===== config.mk =====
export PLATFORM = sky130hd
export DESIGN_NAME = flash_load_save_sequencer
export DESIGN_NICKNAME = d
export VERILOG_FILES = /design/src/rtl/core/flsq_pkg.sv /design/src/rtl/core/flash_load_save_sequencer.sv
export SDC_FILE = /design/constraint.sdc
export NUM_CORES = 1
export LEC_CHECK = 0
export BUFFER_PORTS_ARGS = -buffer_cell sky130_fd_sc_hd__buf_2
export CORE_ASPECT_RATIO = 0.7
export CORE_MARGIN = 2
export CORE_UTILIZATION = 42
export CTS_BUF_LIST = sky130_fd_sc_hd__clkbuf_8
export CTS_CLUSTER_SIZE = 14
export DETAILED_ROUTE_END_ITERATION = 10
export PLACE_DENSITY = 0.67
export SLEW_MARGIN = 20
export SYNTH_ARGS = -nofsm -noshare
export SYNTH_HDL_FRONTEND = slang
export SYNTH_SLANG_ARGS = --single-unit

===== constraint.sdc =====
create_clock -name clk -period 5.01 [get_ports clk]
set_clock_uncertainty 0.1 [all_clocks]
set_input_delay 0.2505 -clock clk [delete_from_list [all_inputs] [get_ports clk]]
set_output_delay 0.2505 -clock clk [all_outputs]
set_load 0.01 [all_outputs]

===== src/rtl/core/flsq_pkg.sv =====
// Types and codes shared by the flash load/save sequencer.
package flsq_pkg;

    // Top-level sequencer state, reported as the status code
    typedef enum logic [2:0] {
        ST_IDLE      = 3'd0,
        ST_LOADING   = 3'd1,
        ST_LOAD_DONE = 3'd2,
        ST_LOAD_ERR  = 3'd3,
        ST_SAVING    = 3'd4,
        ST_SAVING_NE = 3'd5,
        ST_SAVE_DONE = 3'd6,
        ST_SAVE_ERR  = 3'd7
    } outer_state_t;

    // Step within a load or save. Load uses entry, command and result only:
    // SUB_CMD_A issues the read, SUB_RESULT_A collects it.
    typedef enum logic [3:0] {
        SUB_ENTRY        = 4'd0,
        SUB_CMD_A        = 4'd1,
        SUB_RESULT_A     = 4'd2,
        SUB_ERASE_POLL   = 4'd3,
        SUB_ERASE_STATUS = 4'd4,
        SUB_PROG_WE      = 4'd5,
        SUB_PROG_ISSUE   = 4'd6,
        SUB_PROG_POLL    = 4'd7,
        SUB_PROG_STATUS  = 4'd8
    } sub_state_t;

    // Operation codes carried in tuser
    localparam logic [2:0] OP_TICK      = 3'd0;
    localparam logic [2:0] OP_LOAD      = 3'd1;
    localparam logic [2:0] OP_SAVE      = 3'd2;
    localparam logic [2:0] OP_SAVE_NE   = 3'd3;
    localparam logic [2:0] OP_RD_STATUS = 3'd4;

    // Command engine states
    localparam logic [2:0] ENG_IDLE        = 3'd0;
    localparam logic [2:0] ENG_READ_DONE   = 3'd1;
    localparam logic [2:0] ENG_WE_DONE     = 3'd2;
    localparam logic [2:0] ENG_ERASE_DONE  = 3'd3;
    localparam logic [2:0] ENG_PROG_DONE   = 3'd4;
    localparam logic [2:0] ENG_STATUS_DONE = 3'd5;

    // Commands issued to the engine
    localparam logic [2:0] CMD_NONE  = 3'd0;
    localparam logic [2:0] CMD_READ  = 3'd1;
    localparam logic [2:0] CMD_WE    = 3'd2;
    localparam logic [2:0] CMD_ERASE = 3'd3;
    localparam logic [2:0] CMD_RDSR  = 3'd4;
    localparam logic [2:0] CMD_PROG  = 3'd5;

    // Field widths of the streams
    localparam int CMD_ADDR_W = 25;
    localparam int LEN_W      = 9;
    localparam int BUF_W      = 25;
    localparam int PTR_W      = 26;

    // Result transaction, lowest field in the lowest bits
    typedef struct packed {
        logic [3:0]            pad;
        logic [LEN_W-1:0]      copy_len;
        logic                  fetch_result;
        logic [BUF_W-1:0]      buffer_offset;
        logic [LEN_W-1:0]      cmd_len;
        logic [CMD_ADDR_W-1:0] cmd_addr;
        logic [2:0]            cmd_code;
        logic                  start_refused;
        logic [2:0]            status;
    } result_t;

endpackage


===== src/rtl/core/flash_load_save_sequencer.sv =====
// Flash load/save sequencer: one state-machine step per input transaction.
//
//  channel | dir | handshake          | payload
//  --------+-----+--------------------+-------------------------------------
//  s_*     | in  | s_tvalid/s_tready  | tuser operation, tdata tick/start data
//  m_*     | out | m_tvalid/m_tready  | tdata one result per input transaction
//
// Each accepted transaction is decoded combinationally; the state registers and
// the output register both load at the accepting edge, so the result is offered
// on m_* from the next cycle. One transaction per clock is sustained; the path
// is one 27-bit subtract and compare for the chunk length. s_tready drops only
// while a result waits in the output register and m_tready is low. rst_n clears
// the state to idle and empties the output register.
module flash_load_save_sequencer
    import flsq_pkg::*;
#(
    parameter int PAGE_BYTES   = 256,
    parameter int SECTOR_BYTES = 4096,
    parameter int ADDR_BITS    = 24
)
(
    input  logic        clk,
    input  logic        rst_n,
    input  logic        s_tvalid,
    output logic        s_tready,
    // operation[2:0]
    input  logic [2:0]  s_tuser,
    // start_addr[23:0], start_len[48:24], engine_state[51:49], cmd_ok[52],
    // result_ok[53], status_busy[54], zero[55]
    input  logic [55:0] s_tdata,
    output logic        m_tvalid,
    input  logic        m_tready,
    // status[2:0], start_refused[3], cmd_code[6:4], cmd_addr[31:7],
    // cmd_len[40:32], buffer_offset[65:41], fetch_result[66],
    // copy_len[75:67], zero[79:76]
    output logic [79:0] m_tdata
);

    localparam int CHUNK_W = $clog2(PAGE_BYTES + 1);
    localparam logic [CHUNK_W-1:0] PAGE_CHUNK = CHUNK_W'(PAGE_BYTES);
    localparam logic [PTR_W-1:0] SECTOR_STEP = PTR_W'(SECTOR_BYTES);
    localparam logic [CMD_ADDR_W-1:0] ADDR_MASK = (ADDR_BITS >= CMD_ADDR_W) ?
        {CMD_ADDR_W{1'b1}} : CMD_ADDR_W'((33'd1 << ADDR_BITS) - 33'd1);

    // Input field split
    logic [2:0]  op;
    logic [23:0] in_addr;
    logic [24:0] in_len;
    logic [2:0]  eng;
    logic        cmd_ok;
    logic        res_ok;
    logic        busy;

    assign op      = s_tuser;
    assign in_addr = s_tdata[23:0];
    assign in_len  = s_tdata[48:24];
    assign eng     = s_tdata[51:49];
    assign cmd_ok  = s_tdata[52];
    assign res_ok  = s_tdata[53];
    assign busy    = s_tdata[54];

    // State
    outer_state_t        outer_reg, outer_next;
    sub_state_t          sub_reg, sub_next;
    logic [23:0]         base_reg, base_next;
    logic [PTR_W-1:0]    end_reg, end_next;
    logic [PTR_W-1:0]    ptr_reg, ptr_next;
    logic [BUF_W-1:0]    buf_reg, buf_next;
    logic [CHUNK_W-1:0]  last_reg, last_next;
    logic                out_valid_reg;
    result_t             out_reg;
    result_t             res;

    logic                accept;
    logic [PTR_W:0]      left;
    logic [CHUNK_W-1:0]  chunk;
    logic [PTR_W-1:0]    ptr_page;
    logic [PTR_W-1:0]    ptr_sector;
    logic [BUF_W-1:0]    buf_page;
    logic [CMD_ADDR_W-1:0] ptr_addr;
    logic [31:0]         chunk32;
    logic [31:0]         last32;

    assign s_tready = !out_valid_reg || m_tready;
    assign accept   = s_tvalid && s_tready;
    assign m_tvalid = out_valid_reg;
    assign m_tdata  = out_reg;

    // Bytes left and next chunk length
    assign left  = {1'b0, end_reg} - {1'b0, ptr_reg};
    assign chunk = (ptr_reg >= end_reg) ? '0 :
                   (left >= (PTR_W+1)'(PAGE_BYTES)) ? PAGE_CHUNK : left[CHUNK_W-1:0];

    assign ptr_page   = ptr_reg + PTR_W'(last_reg);
    assign ptr_sector = ptr_reg + SECTOR_STEP;
    assign buf_page   = buf_reg + BUF_W'(last_reg);
    assign ptr_addr   = ptr_reg[CMD_ADDR_W-1:0] & ADDR_MASK;
    assign chunk32    = 32'(chunk);
    assign last32     = 32'(last_reg);

    // State registers
    always_ff @(posedge clk or negedge rst_n)
    begin
        if (!rst_n)
        begin
            outer_reg <= ST_IDLE;
            sub_reg   <= SUB_ENTRY;
            base_reg  <= '0;
            end_reg   <= '0;
            ptr_reg   <= '0;
            buf_reg   <= '0;
            last_reg  <= '0;
        end
        else if (accept)
        begin
            outer_reg <= outer_next;
            sub_reg   <= sub_next;
            base_reg  <= base_next;
            end_reg   <= end_next;
            ptr_reg   <= ptr_next;
            buf_reg   <= buf_next;
            last_reg  <= last_next;
        end
    end

    // Output register
    always_ff @(posedge clk or negedge rst_n)
    begin
        if (!rst_n)
        begin
            out_valid_reg <= 1'b0;
        end
        else if (accept)
        begin
            out_valid_reg <= 1'b1;
        end
        else if (m_tready)
        begin
            out_valid_reg <= 1'b0;
        end
    end

    always_ff @(posedge clk)
    begin
        if (accept)
        begin
            out_reg <= res;
        end
    end

    // Next state and result for one transaction
    always_comb
    begin
        outer_next = outer_reg;
        sub_next   = sub_reg;
        base_next  = base_reg;
        end_next   = end_reg;
        ptr_next   = ptr_reg;
        buf_next   = buf_reg;
        last_next  = last_reg;
        res        = '0;

        case (op)
            OP_TICK:
            begin
                if (outer_reg == ST_LOADING)
                begin
                    case (sub_reg)
                        SUB_ENTRY:
                        begin
                            if (eng == ENG_IDLE)
                                sub_next = SUB_CMD_A;
                        end
                        SUB_CMD_A:
                        begin
                            if (eng == ENG_IDLE)
                            begin
                                last_next    = chunk;
                                res.cmd_code = CMD_READ;
                                res.cmd_addr = ptr_addr;
                                res.cmd_len  = chunk32[LEN_W-1:0];
                                if (!cmd_ok)
                                    outer_next = ST_LOAD_ERR;
                                else
                                    sub_next = SUB_RESULT_A;
                            end
                        end
                        SUB_RESULT_A:
                        begin
                            if (eng == ENG_READ_DONE)
                            begin
                                res.fetch_result = 1'b1;
                                if (!res_ok)
                                    outer_next = ST_LOAD_ERR;
                                else
                                begin
                                    res.buffer_offset = buf_reg;
                                    res.copy_len      = last32[LEN_W-1:0];
                                    ptr_next          = ptr_page;
                                    buf_next          = buf_page;
                                    sub_next          = SUB_CMD_A;
                                    if (ptr_page >= end_reg)
                                        outer_next = ST_LOAD_DONE;
                                end
                            end
                        end
                        default:
                        begin
                            sub_next = SUB_ENTRY;
                        end
                    endcase
                end
                else if (outer_reg == ST_SAVING || outer_reg == ST_SAVING_NE)
                begin
                    case (sub_reg)
                        SUB_ENTRY:
                        begin
                            if (eng == ENG_IDLE)
                                sub_next = (outer_reg == ST_SAVING) ? SUB_CMD_A : SUB_PROG_WE;
                        end
                        // write enable ahead of a sector erase
                        SUB_CMD_A:
                        begin
                            if (eng == ENG_IDLE)
                            begin
                                res.cmd_code = CMD_WE;
                                if (!cmd_ok)
                                    outer_next = ST_SAVE_ERR;
                                else
                                    sub_next = SUB_RESULT_A;
                            end
                        end
                        SUB_RESULT_A:
                        begin
                            if (eng == ENG_WE_DONE)
                            begin
                                res.fetch_result = 1'b1;
                                if (!res_ok)
                                    outer_next = ST_SAVE_ERR;
                                else
                                begin
                                    res.cmd_code = CMD_ERASE;
                                    res.cmd_addr = ptr_addr;
                                    if (!cmd_ok)
                                        outer_next = ST_SAVE_ERR;
                                    else
                                        sub_next = SUB_ERASE_POLL;
                                end
                            end
                        end
                        // status read after erase or program
                        SUB_ERASE_POLL, SUB_PROG_POLL:
                        begin
                            if (eng == ENG_IDLE ||
                                (sub_reg == SUB_ERASE_POLL && eng == ENG_ERASE_DONE) ||
                                (sub_reg == SUB_PROG_POLL && eng == ENG_PROG_DONE))
                            begin
                                res.fetch_result = 1'b1;
                                if (!res_ok)
                                    outer_next = ST_SAVE_ERR;
                                else
                                begin
                                    res.cmd_code = CMD_RDSR;
                                    if (!cmd_ok)
                                        outer_next = ST_SAVE_ERR;
                                    else if (sub_reg == SUB_ERASE_POLL)
                                        sub_next = SUB_ERASE_STATUS;
                                    else
                                        sub_next = SUB_PROG_STATUS;
                                end
                            end
                        end
                        SUB_ERASE_STATUS:
                        begin
                            if (eng == ENG_STATUS_DONE)
                            begin
                                res.fetch_result = 1'b1;
                                if (!res_ok)
                                    outer_next = ST_SAVE_ERR;
                                else if (busy)
                                    sub_next = SUB_ERASE_POLL;
                                else if (ptr_sector >= end_reg)
                                begin
                                    // erase covered the range: program from the start
                                    ptr_next = PTR_W'(base_reg);
                                    sub_next = SUB_PROG_WE;
                                end
                                else
                                begin
                                    ptr_next = ptr_sector;
                                    sub_next = SUB_CMD_A;
                                end
                            end
                        end
                        SUB_PROG_WE:
                        begin
                            if (eng == ENG_IDLE)
                            begin
                                res.cmd_code = CMD_WE;
                                res.cmd_addr = ptr_addr;
                                if (!cmd_ok)
                                    outer_next = ST_SAVE_ERR;
                                else
                                    sub_next = SUB_PROG_ISSUE;
                            end
                        end
                        SUB_PROG_ISSUE:
                        begin
                            if (eng == ENG_WE_DONE)
                            begin
                                res.fetch_result = 1'b1;
                                if (!res_ok)
                                    outer_next = ST_SAVE_ERR;
                                else
                                begin
                                    last_next         = chunk;
                                    res.cmd_code      = CMD_PROG;
                                    res.cmd_addr      = ptr_addr;
                                    res.cmd_len       = chunk32[LEN_W-1:0];
                                    res.buffer_offset = buf_reg;
                                    if (!cmd_ok)
                                        outer_next = ST_SAVE_ERR;
                                    else
                                        sub_next = SUB_PROG_POLL;
                                end
                            end
                        end
                        SUB_PROG_STATUS:
                        begin
                            if (eng == ENG_STATUS_DONE)
                            begin
                                res.fetch_result = 1'b1;
                                if (!res_ok)
                                    outer_next = ST_SAVE_ERR;
                                else if (busy)
                                    sub_next = SUB_PROG_POLL;
                                else
                                begin
                                    ptr_next = ptr_page;
                                    buf_next = buf_page;
                                    sub_next = SUB_PROG_WE;
                                    if (ptr_page >= end_reg)
                                        outer_next = ST_SAVE_DONE;
                                end
                            end
                        end
                        default:
                        begin
                            sub_next = SUB_ENTRY;
                        end
                    endcase
                end
                res.status = outer_next;
            end
            OP_LOAD, OP_SAVE, OP_SAVE_NE:
            begin
                if (outer_reg != ST_IDLE)
                    res.start_refused = 1'b1;
                else
                begin
                    base_next = in_addr;
                    ptr_next  = PTR_W'(in_addr);
                    end_next  = PTR_W'(in_addr) + PTR_W'(in_len);
                    buf_next  = '0;
                    sub_next  = SUB_ENTRY;
                    outer_next = (op == OP_LOAD) ? ST_LOADING :
                                 (op == OP_SAVE) ? ST_SAVING : ST_SAVING_NE;
                end
                res.status = outer_next;
            end
            OP_RD_STATUS:
            begin
                // report first, then clear finished states
                res.status = outer_reg;
                if (outer_reg == ST_LOAD_DONE || outer_reg == ST_LOAD_ERR ||
                    outer_reg == ST_SAVE_DONE || outer_reg == ST_SAVE_ERR)
                    outer_next = ST_IDLE;
            end
            default:
            begin
                res.status = outer_reg;
            end
        endcase
    end

    // Checks
    a_accept_gives_result: assert property (@(posedge clk) disable iff (!rst_n)
        accept |=> m_tvalid)
        else $error("accepted transaction produced no result");

    a_refused_not_idle: assert property (@(posedge clk) disable iff (!rst_n)
        (m_tvalid && out_reg.start_refused) |-> (out_reg.status != ST_IDLE))
        else $error("start refused while idle");

    a_copy_only_load: assert property (@(posedge clk) disable iff (!rst_n)
        (m_tvalid && out_reg.copy_len != '0) |->
        (out_reg.fetch_result &&
         (out_reg.status == ST_LOADING || out_reg.status == ST_LOAD_DONE)))
        else $error("copy length outside a load");

    a_len_with_data_cmd: assert property (@(posedge clk) disable iff (!rst_n)
        (m_tvalid && out_reg.cmd_len != '0) |->
        (out_reg.cmd_code == CMD_READ || out_reg.cmd_code == CMD_PROG))
        else $error("byte count on a command without data");

endmodule


# Yosys cells after proc, flatten, opt, wreduce, memory -nomap -nowiden
# Cells that the tools add are included.
[totals]
rom_bits = 0
latchBits = 0
reg_bits = 194
mem_bits_rw = 0
memories = 0
[op_classes]
n_mux = 118
addsub = 5
order_cmp = 4
reduce_logical = 34
n_div = 0
shift = 0
eq_ne = 58
bitwise_logic = 1
mul = 0
[op_table]
columns = ["operator", "count"]
rows = [
  ["26-bit 2-to-1 mux", 15],
  ["25-bit 2-to-1 mux", 11],
  ["63-bit 2-to-1 mux", 3],
  ["26-bit case mux with 2 select lines", 2],
  ["4-bit 2-to-1 mux", 25],
  ["27-bit 2-to-1 mux", 3],
  ["9-bit 2-to-1 mux", 9],
  ["26-bit greater-or-equal comparator", 3],
  ["3-bit 2-to-1 mux", 26],
  ["4-bit inequality test, second input constant", 19],
  ["25-bit case mux with 3 select lines", 1],
  ["37-bit 2-to-1 mux", 2],
  ["62-bit 2-to-1 mux", 1],
  ["25-bit case mux with 2 select lines", 1],
  ["34-bit 2-to-1 mux", 1],
  ["4-bit case mux with 8 select lines", 1],
  ["3-bit case mux with 5 select lines", 2],
  ["27-bit by 9-bit greater-or-equal comparator with 1-bit output, second input constant", 1],
  ["26-bit by 26-bit subtractor with 27-bit output", 1],
  ["24-bit by 25-bit adder with 26-bit output", 1],
  ["26-bit by 13-bit adder with 26-bit output, second input constant", 1],
  ["26-bit by 9-bit adder with 26-bit output", 1],
  ["25-bit by 9-bit adder with 25-bit output", 1],
  ["3-bit inequality test, second input constant", 8],
  ["other kinds (34)", 81],
]

# Logic depth before layout (Yosys ltp)
[logic_depth]
ltp_word = 10
depth_mapped = 21

# Worst setup path after synthesis
# OpenSTA, ideal clock, no wires.
[synth_timing]
kind = "reg-to-reg"
start = "register ptr_reg[0]"
end = "register out_reg, in the netlist m_tdata[1] (data pin)"
t_arrival_ps = 3994
setup_ps = 260
path_stages_with_launch = 21
slack_ps = 656
period_less_slack_ps = 4354
cell_sequence = "dfrtp_1 > ha_1 > inv_1 > fa_1 > nor2b_1 > o21a_1 > o21ai_0 > a211o_1 > nand3_1 > clkbuf_1 > xnor2_1 > ha_1 > a21o_1 > a221oi_1 > o21ai_0 > a21oi_1 > nor3_1 > or3_1 > a221oi_1 > nor4_1 > mux2_2"
[synth_lines]
columns = ["element", "line_no", "text"]
rows = [
  ["start, declared", "flash_load_save_sequencer.sv:67", "logic [PTR_W-1:0] ptr_reg, ptr_next;"],
  ["start signal, assigned", "flash_load_save_sequencer.sv:120", "ptr_reg <= ptr_next;"],
  ["end signal, assigned", "flash_load_save_sequencer.sv:147", "out_reg <= res;"],
  ["end, declared", "flash_load_save_sequencer.sv:71", "result_t out_reg;"],
]

==> impl_metrics.json <==
{
  "yosysSeqAreaShare_pct": 36.7,
  "via_per_inst": 5.80,
  "synthTopCellsByArea": "dfrtp_1, edfxtp_1, ha_1, nand2_1, o21ai_0",
  "cp.required_ns": 5.18,
  "r2r-start": "last_reg[1]",
  "die_y_um": 158,
  "slew_headroom_pct": 30.9,
  "numCtsBuffers": 17,
  "setup_tns_ns": 0,
  "fin_crit_sh_pct": 95.1,
  "power_density_nw_per_um2": 487,
  "antenna_found_initial": 1,
  "synth_edf_count": 75,
  "finalSetupViolCount": 0,
  "p_leak_nw": 7.26,
  "p_total_mw": 7.86,
  "synth_xor_area_share_pct": 5.31,
  "clk_path_buf_depth": 2,
  "async_flop_share_pct": 61.1,
  "cts_max_level": 4,
  "drive_gt1_share_pct": 12.7,
  "io_buffers": 138,
  "grt_start_max_net_pins": 77,
  "yosys.area.top_type": "dfrtp_1",
  "wl_per_cell_um": 19.5,
  "synth_top_family_by_area": "simple AND/OR/NAND/NOR gates",
  "drc": 0,
  "ir_drop_mv": 0.210,
  "drt_first_pass_iters": 6,
  "die_x_um": 224,
  "crit_slowest_cell": "dfrtp_1",
  "drt-total-wl_um": 43700,
  "antenna_left": 0,
  "min_to": "end_reg[1]",
  "arrival_ns": 4.93,
  "post-cts-setup-buffer-count": 0,
  "hold_depth": 4,
  "grt_setup_unrepaired": "no",
  "cpPeakStageDelay_ns": 0.48,
  "start_kind": "flop",
  "synth_compound_area_share_pct": 19.6,
  "outcome": "completed",
  "syn_area_um2": 14200,
  "synthAdderAreaFrac_pct": 11.2,
  "ys_ff_latch": 193,
  "clkSinkCount": 193,
  "area_delta_synth_final_pct": 13.7,
  "critPathMaxFanout": 7,
  "io_pins": 145,
  "hp-start": "s_tdata[25]",
  "root_buffer": "clkbuf_8",
  "ff2ff_setup_slack_ns": 0.25,
  "cap_viol_max_count": 0,
  "yosysTopAreaCellShare_pct": 20.8,
  "gp_congestion": 0.968,
  "avgSynthCellArea_um2": 8.61,
  "clock_latency_ns": 0.51,
  "rr_endpoint": "m_tdata[1]",
  "hold_viol": 0,
  "dieArea_um2": 35300,
  "grt_pass1_wl_um": 68100,
  "crit_path_cell_trace": "ha_1 > a21o_1 > a21oi_1 > o21ai_1 > o221ai_1 > buf_4 > nor2_1 > buf_4 > nand2_1 > xnor2_1 > ha_1 > a21o_1 > a21o_1 > a21oi_1 > o21ai_0 > a21oi_1 > nor3_1 > or3_4 > a221oi_1 > nor4_1 > mux2_2",
  "critPathCaptureType": "flop",
  "ys.flop_type": "dfrtp_1",
  "cp_top_family": "compound AO/OA/AOI/OAI gates",
  "gr-total-overflow": 0,
  "largest_register_ffs": 75,
  "syn_inst": 1648,
  "coreArea_um2": 33400,
  "reg2reg_depth": 21,
  "cts_tree": "yes",
  "start_util_pct": 42.5,
  "fmax_mhz": 210,
  "crit_buf_inv": 2,
  "synth.most_common_cell": "nand2_1",
  "grt_util_all_layers_pct": 24.9,
  "slew_violations": 0,
  "dp_hpwl_um": 33500,
  "synthMuxAreaShare_pct": 0.362,
  "grt_pass1_vias": 11900,
  "yosys.area_share.simple_pct": 22.1,
  "clk_pin_slew_ns": 0.12,
  "synth_common_cells": "nand2_1, ha_1, o21ai_0",
  "ys_types": 83,
  "row_count": 56,
  "min_period_ns": 4.76,
  "first_iter_violations": 1474,
  "worst_slew_pin_slew_ns": 1.04,
  "num_vias": 13000,
  "ys_warn_count": 0,
  "hold_path.class": "input pin to flop",
  "nets": 1980,
  "critical_path_class": "flop to flop"
}
==> worst min-delay path: cells and delay by family <==
| family | cells | cell delay, ns |
|---|---|---|
| buf+inv | 2 | 0.17 |
| fa+ha+maj | 1 | 0.15 |
| compound gates | 1 | 0.06 |
==> timing repair <==
item,4_1_cts,5_1_grt
endpoints found under the hold margin,97,0
hold buffers,31,0
endpoints found under the setup margin,0,3
resized for setup,0,3
==> cell type report <==
type	instances	area, µm²
Antenna cell	1	2.50
Tap cell	435	544
Sequential cell	193	5200
Fill cell	3227	17200
Inverter	86	324
Timing Repair Buffer	198	1240
Clock inverter	15	228
Multi-Input combinational cell	1296	8360
Clock buffer	17	234
==> through the flow <==
step / instance area (µm²) / utilization [%] / hold WS (ns) / worst slack [ns] / instances
after detailed placement: 15300 / 46.0 / 0.335 / 0.211 / 2177
after CTS: 16100 / 48.3 / 0.0617 / 0.152 / 2240
after global routing: 16100 / 48.4 / 0.0908 / 0.0277 / 2241
final: 16100 / 48.4 / 0.0624 / 0.248 / 2241
after global placement: 15300 / 46.0 / 0.331 / 0.316 / 2177
after floorplan: 14200 / - / -0.145 / 0.656 / 1652
==> layout by cell type (no fill, tap or decap), types with 20 or more instances in the layout <==
master	count
a21o_1	44
a21oi_1	110
a31oi_1	22
and2_1	65
and3_1	25
buf_2	137
buf_4	28
dfrtp_1	118
dlygate4sd3_1	31
edfxtp_1	75
ha_1	121
inv_1	85
nand2_1	231
nand2b_1	20
nand3_1	41
nand4_1	26
nor2_1	100
nor3_1	47
o21ai_0	118
xnor2_1	54
xor2_1	32
==> metal layers <==
layer / global-route usage (%) / part of all wire [%]
met4: 4.38 / 1.2
met3: 6.48 / 9.5
met5: 0 / 0
met1: 39.7 / 51
met2: 33.1 / 38
==> how the worst max path moves through the flow <==
stage                            from    endpoint  slack [ns]  depth (start not counted)
after floorplan            ptr_reg[0]  m_tdata[1]        0.66                         20
after global placement    last_reg[1]  m_tdata[1]        0.32                         21
after detailed placement  last_reg[1]  m_tdata[1]        0.21                         21
after CTS                 last_reg[1]  m_tdata[1]        0.15                         21
after global routing       ptr_reg[0]  m_tdata[1]        0.03                         22
final                     last_reg[1]  m_tdata[1]        0.25                         21
==> cell families after synthesis <==
logic type | after synthesis
AO/OA/AOI/OAI | 441
XOR/XNOR | 86
adder cells (fa/ha/maj) | 125
buffers and inverters | 163
flip-flops | 193
multiplexers | 5
other | 1
AND/OR/NAND/NOR | 634
==> report_power, final <==
| group | leakage, nW | internal, mW | switching [mW] |
|---|---|---|---|
| Clock | 0.224 | 0.444 | 0.715 |
| Combinational | 4.77 | 1.71 | 2.70 |
| Sequential | 2.27 | 1.91 | 0.390 |
Power figures use the tool's default switching activity.
